==> src/design/trial_division_prime_test_top_macros.svh <==
// Assertion macros for the trial-division prime test block
`ifndef TRIAL_DIVISION_PRIME_TEST_TOP_MACROS_SVH
`define TRIAL_DIVISION_PRIME_TEST_TOP_MACROS_SVH

// check while out of reset
`define TDPT_ASSERT(lbl, prop, msg) \
  lbl: assert property (@(posedge clk) disable iff (!rst_n) (prop)) else $error(msg);

// check at every edge, reset included
`define TDPT_ASSERT_ALWAYS(lbl, prop, msg) \
  lbl: assert property (@(posedge clk) (prop)) else $error(msg);

`endif

==> src/design/tdpt_pkg.sv <==
// Shared constants and types for the trial-division prime test block
`default_nettype none
package tdpt_pkg;

  localparam int VALUE_BITS = 31;
  localparam int CNT_W      = (VALUE_BITS > 1) ? $clog2(VALUE_BITS) : 1;

  typedef logic [VALUE_BITS-1:0] value_t;
  typedef logic [CNT_W-1:0]      cnt_t;

  localparam value_t VAL_TWO   = value_t'(2);
  localparam value_t VAL_THREE = value_t'(3);
  localparam value_t VAL_FOUR  = value_t'(4);
  localparam cnt_t   CNT_LAST  = cnt_t'(VALUE_BITS - 1);

  typedef struct packed {
    logic busy;
    logic done;
  } div_status_t;

endpackage
`default_nettype wire

==> src/design/tdpt_div.sv <==
// Bit-serial restoring divider: one quotient bit per cycle
`default_nettype none
module tdpt_div (
  input  wire                  clk,
  input  wire                  rst_n,
  input  wire                  start,
  input  wire tdpt_pkg::value_t dividend,
  input  wire tdpt_pkg::value_t divisor,
  output tdpt_pkg::div_status_t status,
  output tdpt_pkg::value_t     quotient,
  output tdpt_pkg::value_t     remainder
);
  import tdpt_pkg::*;

  logic             busy_r, busy_nxt;
  logic             done_r, done_nxt;
  cnt_t             cnt_r, cnt_nxt;
  value_t           dvd_r, dvd_nxt;
  value_t           dsr_r, dsr_nxt;
  value_t           rem_r, rem_nxt;
  logic [VALUE_BITS:0] trial;
  logic [VALUE_BITS:0] diff;
  logic             fits;

  assign trial = {rem_r, dvd_r[VALUE_BITS-1]};
  assign diff  = trial - {1'b0, dsr_r};
  assign fits  = (trial >= {1'b0, dsr_r});

  always_comb begin
    busy_nxt = busy_r;
    done_nxt = 1'b0;
    cnt_nxt  = cnt_r;
    dvd_nxt  = dvd_r;
    dsr_nxt  = dsr_r;
    rem_nxt  = rem_r;
    if (start && !busy_r) begin
      busy_nxt = 1'b1;
      cnt_nxt  = '0;
      dvd_nxt  = dividend;
      dsr_nxt  = divisor;
      rem_nxt  = '0;
    end else if (busy_r) begin
      rem_nxt = fits ? diff[VALUE_BITS-1:0] : trial[VALUE_BITS-1:0];
      dvd_nxt = {dvd_r[VALUE_BITS-2:0], fits};
      cnt_nxt = cnt_r + cnt_t'(1);
      if (cnt_r == CNT_LAST) begin
        busy_nxt = 1'b0;
        done_nxt = 1'b1;
      end
    end
  end

  always_ff @(posedge clk) begin
    if (!rst_n) begin
      busy_r <= 1'b0;
      done_r <= 1'b0;
    end else begin
      busy_r <= busy_nxt;
      done_r <= done_nxt;
    end
    cnt_r <= cnt_nxt;
    dvd_r <= dvd_nxt;
    dsr_r <= dsr_nxt;
    rem_r <= rem_nxt;
  end

  assign status.busy = busy_r;
  assign status.done = done_r;
  assign quotient    = dvd_r;
  assign remainder   = rem_r;

endmodule
`default_nettype wire

==> src/design/trial_division_prime_test_top.sv <==
// Trial-division primality test: top level with control and result register
// Usage:
//   Input channel in_valid/in_stall carries in_number; a transfer happens at a
//   clock edge with in_valid high and in_stall low. One result per number is
//   sent on out_valid/out_stall with out_prime_flag and out_tested_number.
//   Zero, one, two, three and even numbers are decided without division; they
//   pass through the finish state to the output register. Other numbers are
//   divided by 3, 5, 7 and so on in turn on a bit-serial divider; testing
//   ends at the first divisor or once the candidate exceeds the quotient.
//   The divider loop sets throughput: one number is worked on at a time, and
//   in_stall is high while it is. The output register holds a result until
//   it is taken; the next number is accepted while it waits. A held result
//   blocks only the finish of the following number. Reset (rst_n low,
//   synchronous) drops any work in flight and clears out_valid.
`default_nettype none
module trial_division_prime_test_top (
  input  wire               clk,
  input  wire               rst_n,
  input  wire               in_valid,
  output logic              in_stall,
  input  wire tdpt_pkg::value_t in_number,
  output logic              out_valid,
  input  wire               out_stall,
  output logic              out_prime_flag,
  output tdpt_pkg::value_t  out_tested_number
);
  import tdpt_pkg::*;
  `include "trial_division_prime_test_top_macros.svh"

  typedef enum logic [1:0] {
    S_IDLE,
    S_DIVIDE,
    S_FINISH
  } state_t;

  state_t      state_r, state_nxt;
  value_t      num_r, num_nxt;
  value_t      d_r, d_nxt;
  logic        start_r, start_nxt;
  logic        prime_r, prime_nxt;
  logic        out_valid_r, out_valid_nxt;
  logic        out_prime_flag_r, out_prime_flag_nxt;
  value_t      out_tested_number_r, out_tested_number_nxt;
  div_status_t div_status;
  value_t      div_quot;
  value_t      div_rem;
  logic        slot_free;

  tdpt_div u_div (
    .clk       (clk),
    .rst_n     (rst_n),
    .start     (start_r),
    .dividend  (num_r),
    .divisor   (d_r),
    .status    (div_status),
    .quotient  (div_quot),
    .remainder (div_rem)
  );

  assign slot_free = !out_valid_r || !out_stall;

  always_comb begin
    state_nxt             = state_r;
    num_nxt               = num_r;
    d_nxt                 = d_r;
    start_nxt             = 1'b0;
    prime_nxt             = prime_r;
    out_valid_nxt         = out_valid_r && out_stall;
    out_prime_flag_nxt    = out_prime_flag_r;
    out_tested_number_nxt = out_tested_number_r;
    unique case (state_r)
      S_IDLE: begin
        if (in_valid) begin
          num_nxt = in_number;
          priority if (in_number < VAL_TWO) begin
            prime_nxt = 1'b0;
            state_nxt = S_FINISH;
          end else if (in_number < VAL_FOUR) begin
            prime_nxt = 1'b1;
            state_nxt = S_FINISH;
          end else if (!in_number[0]) begin
            prime_nxt = 1'b0;
            state_nxt = S_FINISH;
          end else begin
            d_nxt     = VAL_THREE;
            start_nxt = 1'b1;
            state_nxt = S_DIVIDE;
          end
        end
      end
      S_DIVIDE: begin
        if (div_status.done) begin
          priority if (d_r > div_quot) begin
            prime_nxt = 1'b1;
            state_nxt = S_FINISH;
          end else if (div_rem == '0) begin
            prime_nxt = 1'b0;
            state_nxt = S_FINISH;
          end else begin
            d_nxt     = d_r + VAL_TWO;
            start_nxt = 1'b1;
          end
        end
      end
      S_FINISH: begin
        if (slot_free) begin
          out_valid_nxt         = 1'b1;
          out_prime_flag_nxt    = prime_r;
          out_tested_number_nxt = num_r;
          state_nxt             = S_IDLE;
        end
      end
      default: state_nxt = S_IDLE;
    endcase
  end

  always_ff @(posedge clk) begin
    if (!rst_n) begin
      state_r     <= S_IDLE;
      start_r     <= 1'b0;
      out_valid_r <= 1'b0;
    end else begin
      state_r     <= state_nxt;
      start_r     <= start_nxt;
      out_valid_r <= out_valid_nxt;
    end
    num_r               <= num_nxt;
    d_r                 <= d_nxt;
    prime_r             <= prime_nxt;
    out_prime_flag_r    <= out_prime_flag_nxt;
    out_tested_number_r <= out_tested_number_nxt;
  end

  assign in_stall          = (state_r != S_IDLE);
  assign out_valid         = out_valid_r;
  assign out_prime_flag    = out_prime_flag_r;
  assign out_tested_number = out_tested_number_r;

  `TDPT_ASSERT(a_start_idle_div, start_r |-> !div_status.busy, "divider started while busy")
  `TDPT_ASSERT(a_odd_divisor, (state_r == S_DIVIDE) |-> d_r[0], "even trial divisor")
  `TDPT_ASSERT(a_prime_ge_two, (out_valid_r && out_prime_flag_r) |-> (out_tested_number_r >= VAL_TWO), "value below two flagged prime")
  `TDPT_ASSERT(a_even_prime_two, (out_valid_r && out_prime_flag_r && !out_tested_number_r[0]) |-> (out_tested_number_r == VAL_TWO), "even value above two flagged prime")
  `TDPT_ASSERT_ALWAYS(a_reset_clear, !rst_n |=> !out_valid_r, "result valid right after reset")

endmodule
`default_nettype wire
==> config.mk <==
export PLATFORM = sky130hd
export DESIGN_NAME = trial_division_prime_test_top
export DESIGN_NICKNAME = d
export VERILOG_FILES = /design/src/design/tdpt_pkg.sv /design/src/design/tdpt_div.sv /design/src/design/trial_division_prime_test_top.sv
export VERILOG_INCLUDE_DIRS = /design/src /design/src/design
export SDC_FILE = /design/constraint.sdc
export NUM_CORES = 1
export LEC_CHECK = 0
export BUFFER_PORTS_ARGS = -buffer_cell sky130_fd_sc_hd__buf_2
export CORE_UTILIZATION = 60
export CTS_CLUSTER_DIAMETER = 200
export DETAILED_ROUTE_END_ITERATION = 12
export PLACE_DENSITY = 0.87
export SKIP_CTS_REPAIR_TIMING = 1
export SLEW_MARGIN = 10
export SYNTH_ARGS = -nofsm -noshare
export SYNTH_HDL_FRONTEND = slang
export SYNTH_HIERARCHICAL = 1
export SYNTH_SLANG_ARGS = --single-unit
==> constraint.sdc <==
create_clock -name clk -period 3.7 [get_ports clk]
set_clock_uncertainty 0.05 [all_clocks]
set_input_delay 0.555 -clock clk [delete_from_list [all_inputs] [get_ports clk]]
set_output_delay 0.555 -clock clk [all_outputs]
set_load 0.03 [all_outputs]
Word-level counts from Yosys, hierarchy flattened
Cells that the tools add are included.
{"block": "word_totals", "elab_cells": 95, "input_bits": 35, "reg_bits": 199, "output_inout_bits": 34}
{"block": "op_classes", "n_addsub": 3, "n_bitwise": 2, "n_eq_ne": 13, "n_mux": 42, "order_cmp": 4, "n_reduce_logical": 17}
{"operator": "two-way mux 31 bit", "count": 10}
{"operator": "one-hot mux 31 bit (2 select lines)", "count": 1}
{"operator": "greater-or-equal comparator 32 x 31 -> 1 bit", "count": 1}
{"operator": "adder 31 x 2 -> 31 bit, second input constant", "count": 1}
{"operator": "greater-than comparator 31 bit", "count": 1}
{"operator": "logical NOT 31 bit", "count": 1}
{"operator": "< comparator 31 x 2 -> 1 bit, second input constant", "count": 1}
{"operator": "< comparator 31 x 3 -> 1 bit, second input constant", "count": 1}
{"operator": "subtractor 31 bit", "count": 1}
{"operator": "two-way mux 1 bit", "count": 20}
{"operator": "two-way mux 2 bit", "count": 8}
{"operator": "inequality test 2 bit, second input constant", "count": 7}
{"operator": "AND reduction 8 bit", "count": 1}
{"operator": "one-hot mux 2 bit (3 select lines)", "count": 1}
{"operator": "nonzero test 2 bit", "count": 3}
{"operator": "adder 5 x 1 -> 5 bit, second input constant", "count": 1}
{"operator": "== test 5 bit, second input constant", "count": 1}
{"operator": "AND reduction 5 bit", "count": 1}
{"operator": "inequality test 4 bit, second input constant", "count": 1}
{"operator": "one-hot mux 1 bit (2 select lines)", "count": 2}
{"operator": "AND reduction 2 bit", "count": 2}
{"operator": "AND reduction 4 bit", "count": 1}
{"operator": "logical NOT 1 bit", "count": 3}
{"operator": "inequality test 3 bit, second input constant", "count": 1}
{"operator": "other kinds (8)", "count": 10}

Depth between registers and ports, before layout
Gate-level depths: netlist of run 1.
{"block": "depth", "word_depth": 5, "mapped_depth": 14}

By module
Netlist of run 1, hierarchy kept.
{"module": "tdpt_div", "area_per_inst_um2": 5729.2, "cells_each": 545, "n_inst": 1}
{"module": "trial_division_prime_test_top", "area_per_inst_um2": 4636.9, "cells_each": 370, "n_inst": 1}

Worst setup path before layout of run 1
OpenSTA, ideal clock, no wires.
{"block": "synth_timing", "path_kind": "reg-to-reg", "start": "reg u_div.dvd_r[30], in the netlist u_div/quotient[30]", "end": "reg u_div.rem_r[20], in the netlist u_div/remainder[20]", "t_arrival_ps": 2765, "stages_incl_launch_ff": 15, "setup_time_ps": 133, "path_buffers": 2, "slack_ps": 752, "period_less_slack_ps": 2948, "cell_sequence": "edfxtp_1 > inv_1 > ha_1 > fa_1 > nand2b_1 > a21oi_2 > o221a_4 > a211oi_4 > o21a_4 > o2111ai_4 > and2_4 > buf_12 > buf_6 > mux2i_1 > o22ai_1"}
{"block": "synth_via", "elab_chain_len": 2, "elab_cells_between_ends": 3, "classes_between": "add/sub: 1; order compare: 1; mux: 1"}
{"item": "start, declared", "line_no": "tdpt_div.sv:18", "text": "value_t dvd_r, dvd_nxt;"}
{"item": "start signal, assigned", "line_no": "tdpt_div.sv:62", "text": "dvd_r <= dvd_nxt;"}
{"item": "subtractor 31 bit / greater-or-equal comparator 32 x 31 -> 1 bit (equally long branches)", "line_no": "tdpt_div.sv:26, tdpt_div.sv:27"}
{"item": "two-way mux 31 bit (*)", "line_no": "tdpt_div.sv:43", "text": "rem_nxt = fits ? diff[VALUE_BITS-1:0] : trial[VALUE_BITS-1:0];"}
{"item": "end signal, assigned", "line_no": "tdpt_div.sv:64", "text": "rem_r <= rem_nxt;"}
{"item": "end, declared", "line_no": "tdpt_div.sv:20", "text": "value_t rem_r, rem_nxt;"}
Every way passes the cells marked *; elsewhere a longest branch is shown, timed or not.
A chain may end at the register's enable or synchronous reset.

Worst setup path in the final report of run 1
{"block": "layout_timing", "start": "reg u_div.dvd_r[30], in the netlist u_div/quotient[30]", "end": "reg u_div.rem_r[10], in the netlist u_div/remainder[10]"}
Same word-level chain as after synthesis.

==> results of run 1 <==
==> worst paths after layout <==
path | startpoint | end | slack (ns)
hold / removal | in_number[2] | num_r[2] | 0.24
hold reg to reg | num_r[4] | out_tested_number[4] | 0.41
setup / recovery | u_div/quotient[30] | u_div/remainder[10] | 0.38
setup reg to reg | u_div/quotient[30] | u_div/remainder[10] | 0.38
==> cell type report <==
class	count	area [um2]
timing repair buffer	75	405
fill	1124	5180
inverter	82	308
multi-input combinational	604	4390
sequential	198	5530
tap	220	275
clock inverter	15	191
clock buffer	17	425
==> metal layers <==
metal / GRT usage / part of all wire / routed length, um / up-vias
met3: 0.0567 / 0.073 / 1730 / 57
met5: 0 / 0 / 0 / -
li1: - / - / - / 3489
met1: 0.355 / 0.40 / 9600 / 3615
met4: 0.112 / 0.027 / 650 / 0
met2: 0.463 / 0.49 / 11700 / 374
==> worst max-delay path: stages, from the launching register on <==
cell       delay (ns)
edfxtp_1         0.36
inv_1            0.05
ha_1             0.21
fa_1             0.41
nand2b_1         0.19
a21oi_2          0.20
o221a_4          0.25
a211oi_4         0.08
o21a_4           0.24
o2111ai_4        0.26
and2_4           0.48
mux2i_1          0.25
o22ai_1          0.10
==> placed cells by master (no fill, tap or decap), drive strengths merged, types with 12 or more instances in the layout <==
cell,count
nand4,22
nand2,67
nor2,58
nor4,21
nand3,32
ha,64
inv,91
clkbuf,17
buf,75
mux2,31
xnor2,22
a21o,19
edfxtp,156
a21oi,49
xor2,32
dfxtp,42
mux2i,18
o21ai,54
and3,12
==> power by group through the flow <==
| stage | clock (uW) | sequential, uW | combinational, uW |
|---|---|---|---|
| floorplan | 0 | 3110 | 1130 |
| global placement | 0 | 3110 | 1510 |
| detailed placement | 0 | 3130 | 1580 |
| CTS | 1920 | 3100 | 1620 |
| global route | 2010 | 3140 | 1790 |
| finish | 1920 | 3100 | 1650 |
==> sequential cells by signal, indices dropped and copies added (netlist names), 2 cells and up <==
register           flops
d_r                   30
u_div/cnt_r            5
num_r                 31
u_div/quotient        31
state_r                2
u_div/dsr_r           31
out_tested_number     31
u_div/remainder       31
==> metrics by stage <==
step	hold slack (ns)	power, uW	setup WS [ns]	instances
floorplan	0.350	4240	0.752	914
global placement	0.356	4620	0.525	1179
detailed placement	0.365	4720	0.429	1179
CTS	0.230	6640	0.403	1211
global route	0.229	6940	0.179	1211
finish	0.242	6670	0.378	1211
==> impl_metrics.toml, run 1 <==
[sta]
period_needed_ns = 3.32
maxSlewHeadroom = 0.228
max_freq_mhz = 301
hold_viol_final = 0
period_share = 0.898
maxSlewViolCount = 0
max_slew.worst_pin.slew_ns = 1.16
finalSetupTns_ns = 0
rsz0062_at_grt = "no"
setup_viol = 0

[cts]
clock_path_buffers = 2
cts_max_level = 4
worstSkewPairLatency_ns = 0.45
numClockSinks = 198
cts_tree = "yes"
cts-root-buf = "clkbuf_16"
cts_inserted_buffers = 17
clkTransAtPathRegs_ns = 0.08

[critical_path]
path_class = "register to register"
crit_fanout = 26
worst_setup_path_end_kind = "register"
startpoint_type = "register"
rr_worst_depth = 12
required_ns = 3.93
worst_ep_arrival_time_ns = 3.55

[drt]
drt_first_iter_violations = 800
route.detailed.wl_per_inst_um = 19.6
num_vias = 7535
firstDrtPassIters = 5
ant_nets = 0
vias_per_cell = 6.22
drc_errors = 0
postRouteWirelength_mm = 23.7

[global_routing]
antenna_found_initial = 0
grt_pass1_wl_mm = 37.9
grt_pass1_vias = 7445
overflow = 0
grt_use_total = 0.277
grt_max_degree = 63

[synth]
synth_area_um2 = 10400
synthCells = 914
syn_nets = 1014
synth.avg_cell_area_um2 = 11.3
synth_warnings = 6

[final_layout]
fin_nets = 1078
n_antenna_cell = 0
final_area_um2 = 11500
drive_gt1_frac = 0.168
area_growth_pct = 11.2
postLayoutCoreUtil = 0.690

[power]
p_leak_uw = 0.00457
power_frac_seq = 0.466
internal-power_uw = 4380
p_comb_frac = 0.247
p_sw_frac = 0.343
power_density_nw_per_um2 = 579
p_sw_uw = 2290
clkPwrFrac = 0.287
ir_drop_mv = 0.481

[die]
core_um2 = 16700
die_w_um = 133
die-area_um2 = 17800
die_y_um = 133
ios = 69
rows = 47
start_util = 0.620

[run]
drv_cap = 0

[placement]
post_dp_cell_area_um2 = 10900
dpl.hpwl_mm = 15.8
globalplace.congestion = 0.903
io_buffers = 68

[min_path]
min_path_cells = 1
hp-class = "primary input to register"

[status]
outcome = "finished clean"
(Power assumes the default switching activity.)
==> run 2, diff against run 1 <==
==> constraint.sdc (replaced) <==
create_clock -name clk -period 3.7 [get_ports clk]
set_clock_uncertainty 0.05 [all_clocks]
set_input_delay 0.185 -clock clk [delete_from_list [all_inputs] [get_ports clk]]
set_output_delay 0.185 -clock clk [all_outputs]
set_load 0.03 [all_outputs]
==> run 2 against run 1 <==
  * Core utilization increased by 1.9 points
  * Largest cell class unchanged
  * First-iteration DRC count rose by 30%
  * Combinational power grew 5%
  * Die area stayed put
  * Worst hold slack got worse by 0.21 ns
  * Setup slack got worse by 0.11 ns
==> impl_metrics.toml, run 2 (synthesis results as in run 1) <==
[status]
outcome = "finished clean"

[critical_path]
required_ns = 3.75
rr_worst_depth = 8
worst_r2r_startpoint = "d_r[22]"
startpoint_type = "register"
worst_ep_arrival_time_ns = 3.48
crit_fanout = 30
regToRegEndpoint = "d_r[28]"
path_class = "register to register"
worst_setup_path_end_kind = "register"
r2r_slack_ns = 0.27

[power]
power_uw = 6780
ir_drop_mv = 0.579
p_leak_uw = 0.00470
power_density_nw_per_um2 = 573

[drt]
vias_per_cell = 6.40
drt_first_iter_violations = 1038
postRouteWirelength_mm = 26.6
num_vias = 7948
drc_errors = 0
ant_nets = 0
firstDrtPassIters = 5
route.detailed.wl_per_inst_um = 21.5

[global_routing]
grt_pass1_vias = 7445
grt_max_degree = 63
grt_use_total = 0.277
grt_pass1_wl_mm = 37.9
overflow = 0
antenna_found_initial = 0

[sta]
period_share = 0.927
max_slew.worst_pin.slew_ns = 1.16
setup_viol = 0
maxSlewHeadroom = 0.222
finalSetupTns_ns = 0
max_freq_mhz = 292
maxSlewViolCount = 0
period_needed_ns = 3.43
rsz0062_at_grt = "no"
hold_viol_final = 0

[die]
start_util = 0.620
core_um2 = 16700
die_y_um = 133
ios = 69
die-area_um2 = 17800
die_w_um = 133
rows = 47

[min_path]
hp-class = "primary input to register"
whs_endpoint = "start_r"
min_path_cells = 2
hp-start = "rst_n"

[final_layout]
area_growth_pct = 14.2
postLayoutCoreUtil = 0.708
fin_nets = 1109
drive_gt1_frac = 0.162
layout_commonest_cell = "edfxtp_1"
n_antenna_cell = 0
layout_common_cells = "edfxtp_1, inv_1, buf_2, nand2_1, ha_1"

[placement]
io_buffers = 68
dpl.hpwl_mm = 15.8
globalplace.congestion = 0.903

[cts]
clock_path_buffers = 2
cts-root-buf = "clkbuf_16"
cts_max_level = 4
numClockSinks = 198
cts_tree = "yes"
worstSkewPairLatency_ns = 0.45
cts_inserted_buffers = 17
clkTransAtPathRegs_ns = 0.08

[run]
drv_cap = 0
-- run 2: changes by cell type in the layout (fill, tap and decap cells not counted) --
cell           delta
dlygate4sd3_1    +31
-- run 2: worst max path at each step --
stage | from | end | slack (ns) | cells after the start
after global placement | u_div/quotient[30] | u_div/remainder[10] | 0.53 | 12
after detailed placement | u_div/quotient[30] | u_div/remainder[20] | 0.43 | 12
final | d_r[22] | d_r[28] | 0.27 | 8
after global routing | d_r[22] | d_r[26] | 0.15 | 8
after floorplan | u_div/quotient[30] | u_div/remainder[20] | 0.75 | 14
after CTS | u_div/quotient[30] | u_div/remainder[20] | 0.40 | 12
-- run 2: final cells by class --
class	count	area, um2
Sequential cell	198	5530
Clock buffer	17	425
Multi-Input combinational cell	604	4390
Timing Repair Buffer	106	716
Inverter	82	308
Fill cell	1051	4870
Tap cell	220	275
Clock inverter	15	191
-- run 2: power breakdown --
group          internal [uW]  leakage (uW)  switching, uW
clock                    933      0.000299            994
combinational            640       0.00261           1090
sequential              2830       0.00179            293
-- run 2: worst max-delay path, stage by stage (launching register included) --
cell,delay (ns)
edfxtp_1,0.47
ha_1,0.38
a21oi_1,0.24
o21ai_0,0.19
a221oi_1,0.42
o21ai_0,0.20
o22ai_1,0.50
a41o_1,0.25
buf_4,0.36
-- run 2: routing by layer --
metal  global-route usage  vias to the layer above  wire, um
met3               0.0567                       86      2270
met4                0.112                        0      1020
li1                     -                     3539         -
met1                0.355                     3824     10400
met5                    0                        -         0
met2                0.463                      499     13000
-- run 2: metrics by stage --
stage | instances | instance area (um2) | setup slack (ns) | hold slack, ns
6_report | 1242 | 11800 | 0.271 | 0.0353
5_1_grt | 1242 | 11800 | 0.151 | 0.0312
4_1_cts | 1211 | 11500 | 0.403 | -0.140
3_5_place_dp | 1179 | 10900 | 0.429 | 0.329
3_3_place_gp | 1179 | 10900 | 0.525 | 0.326
2_1_floorplan | 914 | 10400 | 0.752 | 0.234
